<file path="src/rtl/sls_pkg.sv">
// sls_pkg: token kinds, result record type and keyword table of the source lexical scanner
// no dependencies; used by source_lexical_scanner
`default_nettype none

package sls_pkg;

  localparam int POSITION_BITS_DEF = 24;
  localparam int KEYWORD_COUNT_DEF = 24;

  localparam int KW_TABLE = 24;
  localparam int KW_FIRST = 25;
  localparam int KW_CHARS = 12;

  localparam logic [5:0] K_EOF     = 6'd0;
  localparam logic [5:0] K_EOL     = 6'd1;
  localparam logic [5:0] K_UNDEF   = 6'd2;
  localparam logic [5:0] K_COMMENT = 6'd3;
  localparam logic [5:0] K_STRING  = 6'd4;
  localparam logic [5:0] K_NUMBER  = 6'd5;
  localparam logic [5:0] K_IDENT   = 6'd6;
  localparam logic [5:0] K_LPAREN  = 6'd7;
  localparam logic [5:0] K_RPAREN  = 6'd8;
  localparam logic [5:0] K_SEMI    = 6'd9;
  localparam logic [5:0] K_PLUS    = 6'd10;
  localparam logic [5:0] K_MINUS   = 6'd11;
  localparam logic [5:0] K_STAR    = 6'd12;
  localparam logic [5:0] K_SLASH   = 6'd13;
  localparam logic [5:0] K_CARET   = 6'd14;
  localparam logic [5:0] K_EQUAL   = 6'd15;
  localparam logic [5:0] K_HASH    = 6'd16;
  localparam logic [5:0] K_AMP     = 6'd17;
  localparam logic [5:0] K_BAR     = 6'd18;
  localparam logic [5:0] K_PCT     = 6'd19;
  localparam logic [5:0] K_LT      = 6'd20;
  localparam logic [5:0] K_LE      = 6'd21;
  localparam logic [5:0] K_GT      = 6'd22;
  localparam logic [5:0] K_GE      = 6'd23;
  localparam logic [5:0] K_ASSIGN  = 6'd24;

  typedef struct packed {
    logic [5:0]  kind;
    logic        is_error;
    logic [23:0] offset;
    logic [23:0] length;
    logic        any_error;
    logic        last;
  } tok_t;

  // keyword text right-justified, zero padded on the left
  localparam logic [8*KW_CHARS-1:0] KW_TEXT [KW_TABLE] = '{
    "BEGIN", "END", "ENDPROCEDURE", "ENDFUNCTION", "ENDIF", "ENDWHILE",
    "ENDLOOP", "ENDPLOOP", "ENDFIT", "ENDSCOPE", "FIT", "FUNCTION", "IF",
    "INCLUDE", "LOOP", "PLOOP", "PROCEDURE", "READ", "SAVE", "SCOPE",
    "VARIABLE", "WHILE", "WRITE", "ELSEIF"
  };

  localparam int KW_LEN [KW_TABLE] = '{
    5, 3, 12, 11, 5, 8, 7, 8, 6, 8, 3, 8, 2, 7, 4, 5, 9, 4, 4, 5, 8, 5, 5, 6
  };

  function automatic logic [7:0] kw_char(input int k, input int i);
    logic [7:0] ch;
    ch = 8'd0;
    if (k < KW_TABLE) begin
      if (i < KW_LEN[k]) begin
        ch = KW_TEXT[k][(KW_LEN[k]-1-i)*8 +: 8];
      end
    end
    return ch;
  endfunction

  // single-character symbol lookup: hit flag and kind
  function automatic logic [6:0] sym_lookup(input logic [7:0] c);
    logic [6:0] r;
    case (c)
      8'h28:   r = {1'b1, K_LPAREN};
      8'h29:   r = {1'b1, K_RPAREN};
      8'h3B:   r = {1'b1, K_SEMI};
      8'h2B:   r = {1'b1, K_PLUS};
      8'h2D:   r = {1'b1, K_MINUS};
      8'h2A:   r = {1'b1, K_STAR};
      8'h2F:   r = {1'b1, K_SLASH};
      8'h5E:   r = {1'b1, K_CARET};
      8'h3D:   r = {1'b1, K_EQUAL};
      8'h23:   r = {1'b1, K_HASH};
      8'h26:   r = {1'b1, K_AMP};
      8'h7C:   r = {1'b1, K_BAR};
      8'h25:   r = {1'b1, K_PCT};
      default: r = {1'b0, K_EOF};
    endcase
    return r;
  endfunction

endpackage

`default_nettype wire

</file>
<file path="src/rtl/source_lexical_scanner.sv">
// source_lexical_scanner: byte-stream lexer producing kind, offset and length tokens
// depends on sls_pkg for token kinds, the result record and the keyword table
`default_nettype none

// a token is written into the result queue register on the transfer of the byte that
//   completes it; throughput is one byte per cycle while results drain as fast
// a byte yields up to three tokens, held in a four-entry result queue; in_tready drops
//   while fewer than three entries are free, so a burst of tokens can stall input
// reset (rst_n low, synchronous) empties the queue, clears position, start and error
//   flag, loads all keyword candidates and returns the scanner to idle

module source_lexical_scanner
  import sls_pkg::*;
#(
  parameter int POSITION_BITS = POSITION_BITS_DEF,
  parameter int KEYWORD_COUNT = KEYWORD_COUNT_DEF
) (
  input  wire logic        clk,
  input  wire logic        rst_n,
  input  wire logic        in_tvalid,
  output logic             in_tready,
  input  wire logic [7:0]  in_tdata,   // [7:0] ch
  output logic             out_tvalid,
  input  wire logic        out_tready,
  output logic [55:0]      out_tdata,  // [23:0] offset, [47:24] length, [48] any_error, rest zero
  output logic [6:0]       out_tuser,  // [5:0] kind, [6] is_error
  output logic             out_tlast
);

  localparam int PB = POSITION_BITS;
  localparam int KC = KEYWORD_COUNT;
  localparam int XW = POSITION_BITS + 24;   // wide enough for wrap to 24 bits

  // scanner modes
  localparam logic [3:0] M_IDLE    = 4'd0;
  localparam logic [3:0] M_IDENT   = 4'd1;
  localparam logic [3:0] M_NUMBER  = 4'd2;
  localparam logic [3:0] M_NUMDOT  = 4'd3;
  localparam logic [3:0] M_LT      = 4'd4;
  localparam logic [3:0] M_GT      = 4'd5;
  localparam logic [3:0] M_COLON   = 4'd6;
  localparam logic [3:0] M_COMMENT = 4'd7;
  localparam logic [3:0] M_STRING  = 4'd8;
  localparam logic [3:0] M_HALT    = 4'd9;

  localparam logic [PB-1:0] POS_MAX = '1;

  logic [3:0]    mode_r, mode_nxt;
  logic [PB-1:0] pos_r, pos_nxt;
  logic [PB-1:0] ts_r, ts_nxt;
  logic [KC-1:0] cand_r, cand_nxt;
  logic          err_r, err_nxt;

  tok_t          res [3];
  logic [1:0]    res_n;

  // result queue
  tok_t          q_r [4];
  logic [1:0]    wp_r, rp_r;
  logic [2:0]    cnt_r;

  logic          in_xfer, out_xfer;
  logic [7:0]    c;

  assign in_xfer  = in_tvalid && in_tready;
  assign out_xfer = out_tvalid && out_tready;
  assign c        = in_tdata;

  function automatic logic [23:0] to24(input logic [XW-1:0] x);
    return x[23:0];
  endfunction

  function automatic logic [XW-1:0] ext(input logic [PB-1:0] x);
    return {{24{1'b0}}, x};
  endfunction

  function automatic logic is_digit(input logic [7:0] b);
    return (b >= 8'h30) && (b <= 8'h39);
  endfunction

  function automatic logic is_alpha(input logic [7:0] b);
    return ((b >= 8'h41) && (b <= 8'h5A)) || ((b >= 8'h61) && (b <= 8'h7A));
  endfunction

  function automatic logic [7:0] upcase(input logic [7:0] b);
    return ((b >= 8'h61) && (b <= 8'h7A)) ? b - 8'd32 : b;
  endfunction

  // drop every candidate whose character at idx differs from the byte
  function automatic logic [KC-1:0] filt(input logic [KC-1:0] cand, input logic [7:0] b,
                                         input logic [PB-1:0] idx);
    logic [KC-1:0] r;
    logic [7:0]    ub;
    r  = '0;
    ub = upcase(b);
    for (int k = 0; k < KC; k++) begin
      if (cand[k] && (k < KW_TABLE) && (idx < PB'(KW_CHARS))) begin
        if ((int'(idx) < KW_LEN[k]) && (kw_char(k, int'(idx)) == ub)) begin
          r[k] = 1'b1;
        end
      end
    end
    return r;
  endfunction

  // lowest surviving keyword whose length matches, else plain identifier
  function automatic logic [5:0] ident_kind(input logic [KC-1:0] cand,
                                            input logic [PB-1:0] len);
    logic [5:0] kd;
    kd = K_IDENT;
    for (int k = KC - 1; k >= 0; k--) begin
      if (cand[k] && (k < KW_TABLE) && (len <= PB'(KW_CHARS))) begin
        if (int'(len) == KW_LEN[k]) begin
          kd = 6'(KW_FIRST + k);
        end
      end
    end
    return kd;
  endfunction

  // token decode for one byte
  always_comb begin
    logic [XW-1:0] p_x, ts_x, span;
    logic          disp;
    logic [6:0]    sym;
    tok_t          t;

    mode_nxt = mode_r;
    pos_nxt  = pos_r;
    ts_nxt   = ts_r;
    cand_nxt = cand_r;
    err_nxt  = err_r;
    res_n    = 2'd0;
    for (int i = 0; i < 3; i++) begin
      res[i] = '0;
    end
    p_x  = ext(pos_r);
    ts_x = ext(ts_r);
    span = p_x - ts_x;
    disp = 1'b0;
    sym  = sym_lookup(c);
    t    = '0;

    if (c == 8'd0) begin
      // end of source: flush the open token, then the end-of-file token unless a string was open or scanning had halted
      case (mode_r)
        M_IDENT: begin
          t = '{ident_kind(cand_r, pos_r - ts_r), 1'b0, to24(ts_x), to24(span), 1'b0, 1'b0};
          res[res_n] = t; res_n = res_n + 2'd1;
        end
        M_NUMBER: begin
          res[res_n] = '{K_NUMBER, 1'b0, to24(ts_x), to24(span), 1'b0, 1'b0};
          res_n = res_n + 2'd1;
        end
        M_NUMDOT: begin
          res[res_n] = '{K_UNDEF, 1'b1, to24(ts_x), to24(span), 1'b0, 1'b0};
          res_n = res_n + 2'd1;
        end
        M_LT: begin
          res[res_n] = '{K_LT, 1'b0, to24(ts_x), 24'd1, 1'b0, 1'b0};
          res_n = res_n + 2'd1;
        end
        M_GT: begin
          res[res_n] = '{K_GT, 1'b0, to24(ts_x), 24'd1, 1'b0, 1'b0};
          res_n = res_n + 2'd1;
        end
        M_COLON: begin
          res[res_n] = '{K_UNDEF, 1'b1, to24(ts_x), 24'd1, 1'b0, 1'b0};
          res_n = res_n + 2'd1;
        end
        M_COMMENT: begin
          // unterminated comment: error, then the comment body
          res[res_n] = '{K_EOF, 1'b1, to24(ts_x), to24(span), 1'b0, 1'b0};
          res_n = res_n + 2'd1;
          res[res_n] = '{K_COMMENT, 1'b0, to24(ts_x + XW'(1)), to24(span - XW'(1)),
                         1'b0, 1'b0};
          res_n = res_n + 2'd1;
        end
        M_STRING: begin
          res[res_n] = '{K_EOF, 1'b1, to24(ts_x), to24(span), 1'b1, 1'b0};
          res_n = res_n + 2'd1;
        end
        default: begin
        end
      endcase
      if ((mode_r != M_HALT) && (mode_r != M_STRING)) begin
        res[res_n] = '{K_EOF, 1'b0, to24(p_x), 24'd0,
                       err_r || (mode_r == M_NUMDOT) || (mode_r == M_COLON) ||
                       (mode_r == M_COMMENT), 1'b0};
        res_n = res_n + 2'd1;
      end
      // new source begins
      mode_nxt = M_IDLE;
      pos_nxt  = '0;
      ts_nxt   = '0;
      cand_nxt = '1;
      err_nxt  = 1'b0;
    end else begin
      case (mode_r)
        M_IDENT: begin
          if (is_alpha(c) || is_digit(c) || (c == 8'h5F)) begin
            cand_nxt = filt(cand_r, c, pos_r - ts_r);
          end else begin
            res[res_n] = '{ident_kind(cand_r, pos_r - ts_r), 1'b0, to24(ts_x), to24(span),
                           1'b0, 1'b0};
            res_n = res_n + 2'd1;
            disp = 1'b1;
          end
        end
        M_NUMBER: begin
          if (c == 8'h2E) begin
            mode_nxt = M_NUMDOT;
          end else if (!is_digit(c)) begin
            res[res_n] = '{K_NUMBER, 1'b0, to24(ts_x), to24(span), 1'b0, 1'b0};
            res_n = res_n + 2'd1;
            disp = 1'b1;
          end
        end
        M_NUMDOT: begin
          if (is_digit(c)) begin
            mode_nxt = M_NUMBER;
          end else begin
            res[res_n] = '{K_UNDEF, 1'b1, to24(ts_x), to24(span), 1'b0, 1'b0};
            res_n = res_n + 2'd1;
            disp = 1'b1;
          end
        end
        M_LT, M_GT: begin
          if (c == 8'h3D) begin
            res[res_n] = '{(mode_r == M_LT) ? K_LE : K_GE, 1'b0, to24(ts_x), 24'd2,
                           1'b0, 1'b0};
            res_n = res_n + 2'd1;
            mode_nxt = M_IDLE;
          end else begin
            res[res_n] = '{(mode_r == M_LT) ? K_LT : K_GT, 1'b0, to24(ts_x), 24'd1,
                           1'b0, 1'b0};
            res_n = res_n + 2'd1;
            disp = 1'b1;
          end
        end
        M_COLON: begin
          if (c == 8'h3D) begin
            res[res_n] = '{K_ASSIGN, 1'b0, to24(ts_x), 24'd2, 1'b0, 1'b0};
            res_n = res_n + 2'd1;
            mode_nxt = M_IDLE;
          end else begin
            res[res_n] = '{K_UNDEF, 1'b1, to24(ts_x), 24'd1, 1'b0, 1'b0};
            res_n = res_n + 2'd1;
            disp = 1'b1;
          end
        end
        M_COMMENT: begin
          if (c == 8'h7D) begin
            res[res_n] = '{K_COMMENT, 1'b0, to24(ts_x + XW'(1)), to24(span - XW'(1)),
                           1'b0, 1'b0};
            res_n = res_n + 2'd1;
            mode_nxt = M_IDLE;
          end
        end
        M_STRING: begin
          if (c == 8'h27) begin
            res[res_n] = '{K_STRING, 1'b0, to24(ts_x + XW'(1)), to24(span - XW'(1)),
                           1'b0, 1'b0};
            res_n = res_n + 2'd1;
            mode_nxt = M_IDLE;
          end else if ((c == 8'h0D) || (c == 8'h0A)) begin
            // line break inside a string stops scanning until end of source
            res[res_n] = '{K_EOL, 1'b1, to24(ts_x), to24(span), 1'b1, 1'b0};
            res_n = res_n + 2'd1;
            mode_nxt = M_HALT;
          end
        end
        M_HALT: begin
        end
        default: begin
          disp = 1'b1;
        end
      endcase

      // start of a new token on this byte
      if (disp) begin
        mode_nxt = M_IDLE;
        if (sym[6]) begin
          res[res_n] = '{sym[5:0], 1'b0, to24(p_x), 24'd1, 1'b0, 1'b0};
          res_n = res_n + 2'd1;
        end else if (!((c == 8'h20) || (c == 8'h09) || (c == 8'h0D) || (c == 8'h0A))) begin
          ts_nxt = pos_r;
          if (c == 8'h3C) begin
            mode_nxt = M_LT;
          end else if (c == 8'h3E) begin
            mode_nxt = M_GT;
          end else if (c == 8'h3A) begin
            mode_nxt = M_COLON;
          end else if (c == 8'h7B) begin
            mode_nxt = M_COMMENT;
          end else if (c == 8'h27) begin
            mode_nxt = M_STRING;
          end else if (is_digit(c)) begin
            mode_nxt = M_NUMBER;
          end else if (is_alpha(c)) begin
            mode_nxt = M_IDENT;
            cand_nxt = filt('1, c, '0);
          end else begin
            res[res_n] = '{K_UNDEF, 1'b1, to24(p_x), 24'd1, 1'b0, 1'b0};
            res_n = res_n + 2'd1;
          end
        end
      end

      for (int i = 0; i < 3; i++) begin
        if ((2'(i) < res_n) && res[i].is_error) begin
          err_nxt = 1'b1;
        end
      end
      if (pos_r != POS_MAX) begin
        pos_nxt = pos_r + PB'(1);
      end
    end

    if (res_n != 2'd0) begin
      res[res_n - 2'd1].last = 1'b1;
    end
  end

  // scanner state
  always_ff @(posedge clk) begin
    if (!rst_n) begin
      mode_r <= M_IDLE;
      pos_r  <= '0;
      ts_r   <= '0;
      cand_r <= '1;
      err_r  <= 1'b0;
    end else if (in_xfer) begin
      mode_r <= mode_nxt;
      pos_r  <= pos_nxt;
      ts_r   <= ts_nxt;
      cand_r <= cand_nxt;
      err_r  <= err_nxt;
    end
  end

  // result queue: up to three writes per byte, one read per transfer
  assign in_tready = (cnt_r <= 3'd1);

  always_ff @(posedge clk) begin
    if (!rst_n) begin
      wp_r  <= '0;
      rp_r  <= '0;
      cnt_r <= '0;
    end else begin
      if (in_xfer) begin
        wp_r <= wp_r + res_n;
      end
      if (out_xfer) begin
        rp_r <= rp_r + 2'd1;
      end
      cnt_r <= cnt_r + (in_xfer ? {1'b0, res_n} : 3'd0) - {2'b00, out_xfer};
    end
  end

  always_ff @(posedge clk) begin
    if (in_xfer) begin
      for (int i = 0; i < 3; i++) begin
        if (2'(i) < res_n) begin
          q_r[wp_r + 2'(i)] <= res[i];
        end
      end
    end
  end

  assign out_tvalid = (cnt_r != 3'd0);
  assign out_tdata  = {7'd0, q_r[rp_r].any_error, q_r[rp_r].length, q_r[rp_r].offset};
  assign out_tuser  = {q_r[rp_r].is_error, q_r[rp_r].kind};
  assign out_tlast  = q_r[rp_r].last;

endmodule

`default_nettype wire

</file>
<file path="config.mk">
export PLATFORM = sky130hd
export DESIGN_NAME = source_lexical_scanner
export DESIGN_NICKNAME = d
export VERILOG_FILES = /design/src/rtl/sls_pkg.sv /design/src/rtl/source_lexical_scanner.sv
export SDC_FILE = /design/constraint.sdc
export NUM_CORES = 1
export LEC_CHECK = 0
export ABC_AREA = 1
export BUFFER_PORTS_ARGS = -buffer_cell sky130_fd_sc_hd__buf_2
export CAP_MARGIN = 20
export CORE_ASPECT_RATIO = 0.7
export CORE_MARGIN = 2
export CORE_UTILIZATION = 40
export DETAILED_ROUTE_END_ITERATION = 10
export MAX_ROUTING_LAYER = met4
export PLACE_DENSITY = 0.61
export SLEW_MARGIN = 20
export SYNTH_ARGS = -nofsm -noshare
export SYNTH_HDL_FRONTEND = slang
export SYNTH_SLANG_ARGS = --single-unit
</file>
<file path="constraint.sdc">
create_clock -name clk -period 19.5 [get_ports clk]
set_input_delay 0.975 -clock clk [delete_from_list [all_inputs] [get_ports clk]]
set_output_delay 0.975 -clock clk [all_outputs]
set_load 0.1 [all_outputs]
</file>
; ---- Yosys cells after proc, flatten, opt, wreduce, memory -nomap -nowiden
; Memories as Yosys holds them, arrays and structs flattened. A register that Yosys moved wholly into a read port is not among the register bits.
; Cells that the tools add are included.
[word_totals]
reg_bits = 84
mem_bits_rw = 228
inputBits = 12
out_inout_bits = 66
elab_cells = 841
memories = 1
[memory_table]
columns = name, depth, width, rd, rd_ports_with_merged_regs, wr, line_no
row1 = q_r, 4, 57, 1, 1, 3, source_lexical_scanner.sv:58  ; tok_t q_r [4];
[classes]
addsub = 25
order_cmp = 31
eq_ne = 88
shifts = 24
mux = 552
bitwise_logic = 3
n_reduce_logical = 109
[ops]
columns = cell, n
row1 = 171-bit 2-to-1 mux, 14
row2 = "96-bit by 28-bit indexed part select with 8-bit output, first input constant", 24
row3 = 8-bit 2-to-1 mux, 231
row4 = 6-bit 2-to-1 mux, 139
row5 = 171-bit bitwise mux, 4
row6 = 24-bit 2-to-1 mux, 19
row7 = 57-bit one-hot mux with 8 select lines, 1
row8 = 57-bit one-hot mux with 7 select lines, 1
row9 = 57-bit demux with 2-bit select, 3
row10 = 57-bit 2-to-1 mux, 6
row11 = 8-bit equality test, 34
row12 = 53-bit 2-to-1 mux, 4
row13 = 54-bit 2-to-1 mux, 3
row14 = "8-bit by 6-bit equality test with 1-bit output, second input constant", 17
row15 = "24-bit by 4-bit less-than comparator with 1-bit output, second input constant", 5
row16 = "3-bit by 24-bit subtractor with 25-bit output, first input constant", 4
row17 = "24-bit by 4-bit equality test with 1-bit output, second input constant", 4
row18 = "24-bit by 5-bit equality test with 1-bit output, second input constant", 4
row19 = "24-bit by 3-bit less-than comparator with 1-bit output, second input constant", 4
row20 = 7-bit one-hot mux with 13 select lines, 1
row21 = 1-bit logical AND, 84
row22 = 1-bit 2-to-1 mux, 84
row23 = "4-bit by 24-bit subtractor with 25-bit output, first input constant", 3
row24 = 4-bit 2-to-1 mux, 15
row25 = 57 further kinds, 124

; ---- Depth between registers and ports, before layout
[depth]
depth_word = 103
depth_mapped = 44
depth_no_buf = 44

; ---- Worst setup path before layout
; No wires, ideal clock.
[synth_path]
path_type = input to register
startpoint = input in_tdata[3]
endpoint = memory q_r[0][0] (netlist bit) (enable)
setup_ns = 0.668
t_arrival_ns = 10.161
t_required_ns = 18.832
slack_ns = 8.671
path_stages = 24
n_path_buf = 1
path_cell_list = buf_4 > inv_2 > nor2_1 > inv_2 > nor2_2 > nand4_1 > o21ai_1 > o311ai_1 > nand2_1 > a211o_1 > nor2_1 > nor2_1 > nand2_2 > nor2_2 > nand3_2 > ha_1 > a21oi_1 > o21ai_0 > nand2_1 > a21oi_1 > o21ai_2 > inv_2 > o21ai_0 > o311ai_0
[synth_lines]
columns = item, line_no
row1 = start: declaration, source_lexical_scanner.sv:22  ; input wire logic [7:0] in_tdata,
row2 = end: declaration, source_lexical_scanner.sv:58

==> flow_metrics.py <==
metrics = {
    "placed_design": {
        "port_buffers": 70,
        "dp_slack_ns": 11.85,
        "placed_area_mm2": 0.0270,
        "dp_hpwl_um": 77700,
        "gp_congestion": 1.03,
    },
    "cells_and_area": {
        "stdcell_area_mm2": 0.0281,
        "syn2layout_area_growth_pct": 8.29,
        "fillers": 6754,
        "finalNetCount": 3813,
        "multi_input_area_mm2": 0.0149,
        "drive_above_1_share": 0.0740,
        "seq_area_mm2": 0.00857,
        "antenna_cells": 0,
    },
    "sta": {
        "fin_crit_ns": 7.31,
        "final_hold_viol_count": 0,
        "fin_crit_sh": 0.375,
        "setup_slack_ns": 12.19,
        "finalClockSkew_ns": 0.0230,
        "rsz0062_at_grt": "false",
        "fmax_mhz": 137,
        "setup_violations": 0,
        "tightestPinTransition_ns": 1.02,
        "tns_ns": 0,
        "relSlewSlack": 0.317,
        "slew_viol_final": 0,
    },
    "routing": {
        "firstDrtPassIters": 7,
        "drtIter0Drc": 3955,
        "post_drt_wl_per_cell_um": 22.8,
        "drt_wl_total_um": 106000,
        "drcViolationCount": 0,
        "vias": 27900,
        "vias_per_cell": 5.99,
        "drtAntennaViolNets": 0,
    },
    "critical_path": {
        "worst-setup-path-type": "in -> reg",
        "startpoint_type": "input port",
        "r2r_start": "mode_r[2]",
        "critPathMaxFanout": 64,
        "cp_data_required_time_ns": 19.68,
        "arrival_ns": 7.49,
        "end_kind": "flop",
        "startpoint": "in_tdata[0]",
    },
    "logic_synthesis": {
        "netlist.area_leader.share": 0.264,
        "post-synth-top-count-cell": "nand2_1",
        "synth_common_cells": "nand2_1 (680), nor2_1 (431), o21ai_0 (426)",
        "yosysWarnings": 0,
        "synthTopCellsByArea": "edfxtp_1 (26%), nand2_1 (9.8%), o21ai_0 (8.2%)",
        "synth_enable_flop_cells": 228,
        "synth-seq-cells": 314,
        "synth_cell_types": 70,
        "syn_inst": 3800,
        "syn_area_mm2": 0.0260,
        "synth-async-reset-ratio": 0,
        "seq_area_frac_synth": 0.330,
        "ys.flop_type": "edfxtp_1",
        "avgSynthCellArea_um2": 6.84,
        "synth_top_area_cell": "edfxtp_1",
    },
    "global_route": {
        "grt_usage": 0.321,
        "grt.overflow.total": 0,
        "grt_max_degree": 67,
        "first_global_vias": 25000,
        "antenna_found_initial": 2,
        "grt_pass1_wl_um": 160000,
    },
    "clock_tree": {
        "numCtsBuffers": 35,
        "clk_latency_ns": 0.58,
        "clkSinkCount": 314,
        "cts_tree": "yes",
        "root_buffer": "clkbuf_16",
        "cts_buffer_depth": 3,
        "htree_num_levels": 2,
        "post-cts-setup-buffer-count": 0,
        "cts_hold_buf": 0,
        "cts_resized": 0,
        "clk_pin_slew_ns": 0.07,
    },
    "floorplan": {
        "start_util": 0.403,
        "rows": 78,
        "dieArea_mm2": 0.0670,
        "die_height_um": 217,
        "core_area_mm2": 0.0645,
        "die_x_um": 309,
        "ios": 78,
    },
    "power": {
        "p_clk_frac": 0.148,
        "p_switching_uw": 2750,
        "power_frac_comb": 0.636,
        "power_uw": 4740,
        "leakagePower_uw": 0.0113,
        "p_int_uw": 1990,
        "power.density_mw_per_mm2": 169,
        "ir_drop_v": 0.000158,
        "sw_frac_of_total": 0.580,
        "p_seq_frac": 0.217,
    },
    "outcome": {
        "outcome": "finished clean",
    },
    "worst_hold_path": {
        "worstHoldStart": "rp_r[1]",
        "min_path_type": "reg -> reg",
    },
    "flow_run": {
        "maxCapViolCount": 0,
    },
}
cells by family after synthesis:
logic type	after synthesis	share of synthesized area
adder cells (fa/ha/maj)	55	0.0271
XOR/XNOR	113	0.0390
other	1	0.000144
AND/OR/NAND/NOR	1503	0.249
AO/OA/AOI/OAI	1148	0.255
buffers and inverters	666	0.100
flip-flops	314	0.330
state kept, by name, summed over array words and instances, names as in the netlist, named ones only:
name,count
cand_r,24
ts_r,24
err_r,1
rp_r,2
wp_r,2
cnt_r,3
mode_r,4
pos_r,24
q_r,228
through the flow:
| step | utilization | cells | hold WS, ns |
|---|---|---|---|
| after floorplan | - | 3806 | 0.419 |
| after global placement | 0.418 | 4588 | 0.444 |
| after detailed placement | 0.418 | 4589 | 0.446 |
| after CTS | 0.436 | 4651 | 0.456 |
| after global routing | 0.436 | 4651 | 0.474 |
| final | 0.436 | 4651 | 0.454 |
final cells by class:
class                      instances  area share
clock buffer                      46      0.0349
clock inverter                    16     0.00676
inverter                         449      0.0600
multi-input combinational       2826       0.529
sequential                       314       0.305
tap                              880      0.0391
timing repair buffer             120      0.0258
cells in the final DEF (no fill, tap or decap), types with 84 or more instances in the layout:
master	count
o211ai_1	84
inv_1	407
o22ai_1	132
nor2_1	430
o21ai_0	426
edfxtp_1	228
xor2_1	102
nand3_1	165
dfxtp_1	84
nand2_1	678
a21oi_1	271
worst max-delay path, stage by stage:
cell and delay, ns:
buf_2 0.41, inv_1 0.47, nor2_1 0.26, inv_1 0.11, nor2_1 0.16, inv_1 0.10
nor2_1 0.25, nand2_1 0.44, nand2_1 0.48, inv_1 0.12, nand3_2 0.18, ha_1 0.17
nand3_1 0.07, nor2_1 0.19, o21ai_1 0.11, nor2_2 0.15, inv_2 0.06, o21ai_2 0.12
inv_2 0.08, nor2_4 0.14, inv_2 0.09, nor2_4 0.07, buf_4 0.50, nand2_4 0.61
o311ai_2 0.27, buf_4 0.78
layer usage:
layer | wire length (µm) | GRT usage
met3 | 12600 | 0.0602
met4 | 2570 | 0.0784
met1 | 49400 | 0.490
met5 | 0 | -
met2 | 41700 | 0.427
power by group through the flow:
stage	Clock (µW)	Combinational [µW]	Sequential [µW]
after global placement	0	2920	1040
after detailed placement	0	2920	1040
after global routing	731	3200	1040
after floorplan	0	2110	1050
final	701	3020	1030
after CTS	705	2940	1030
worst paths after layout:
path | endpoint | slack [ns] | depth (start not counted)
worst max-delay path | q_r[0][44] | 12.19 | 26
worst min register to register | flop | 0.45 | 2
worst min-delay path | flop | 0.45 | 2
worst max register to register | q_r[2][25] | 12.87 | 16
(Power assumes the default switching activity.)
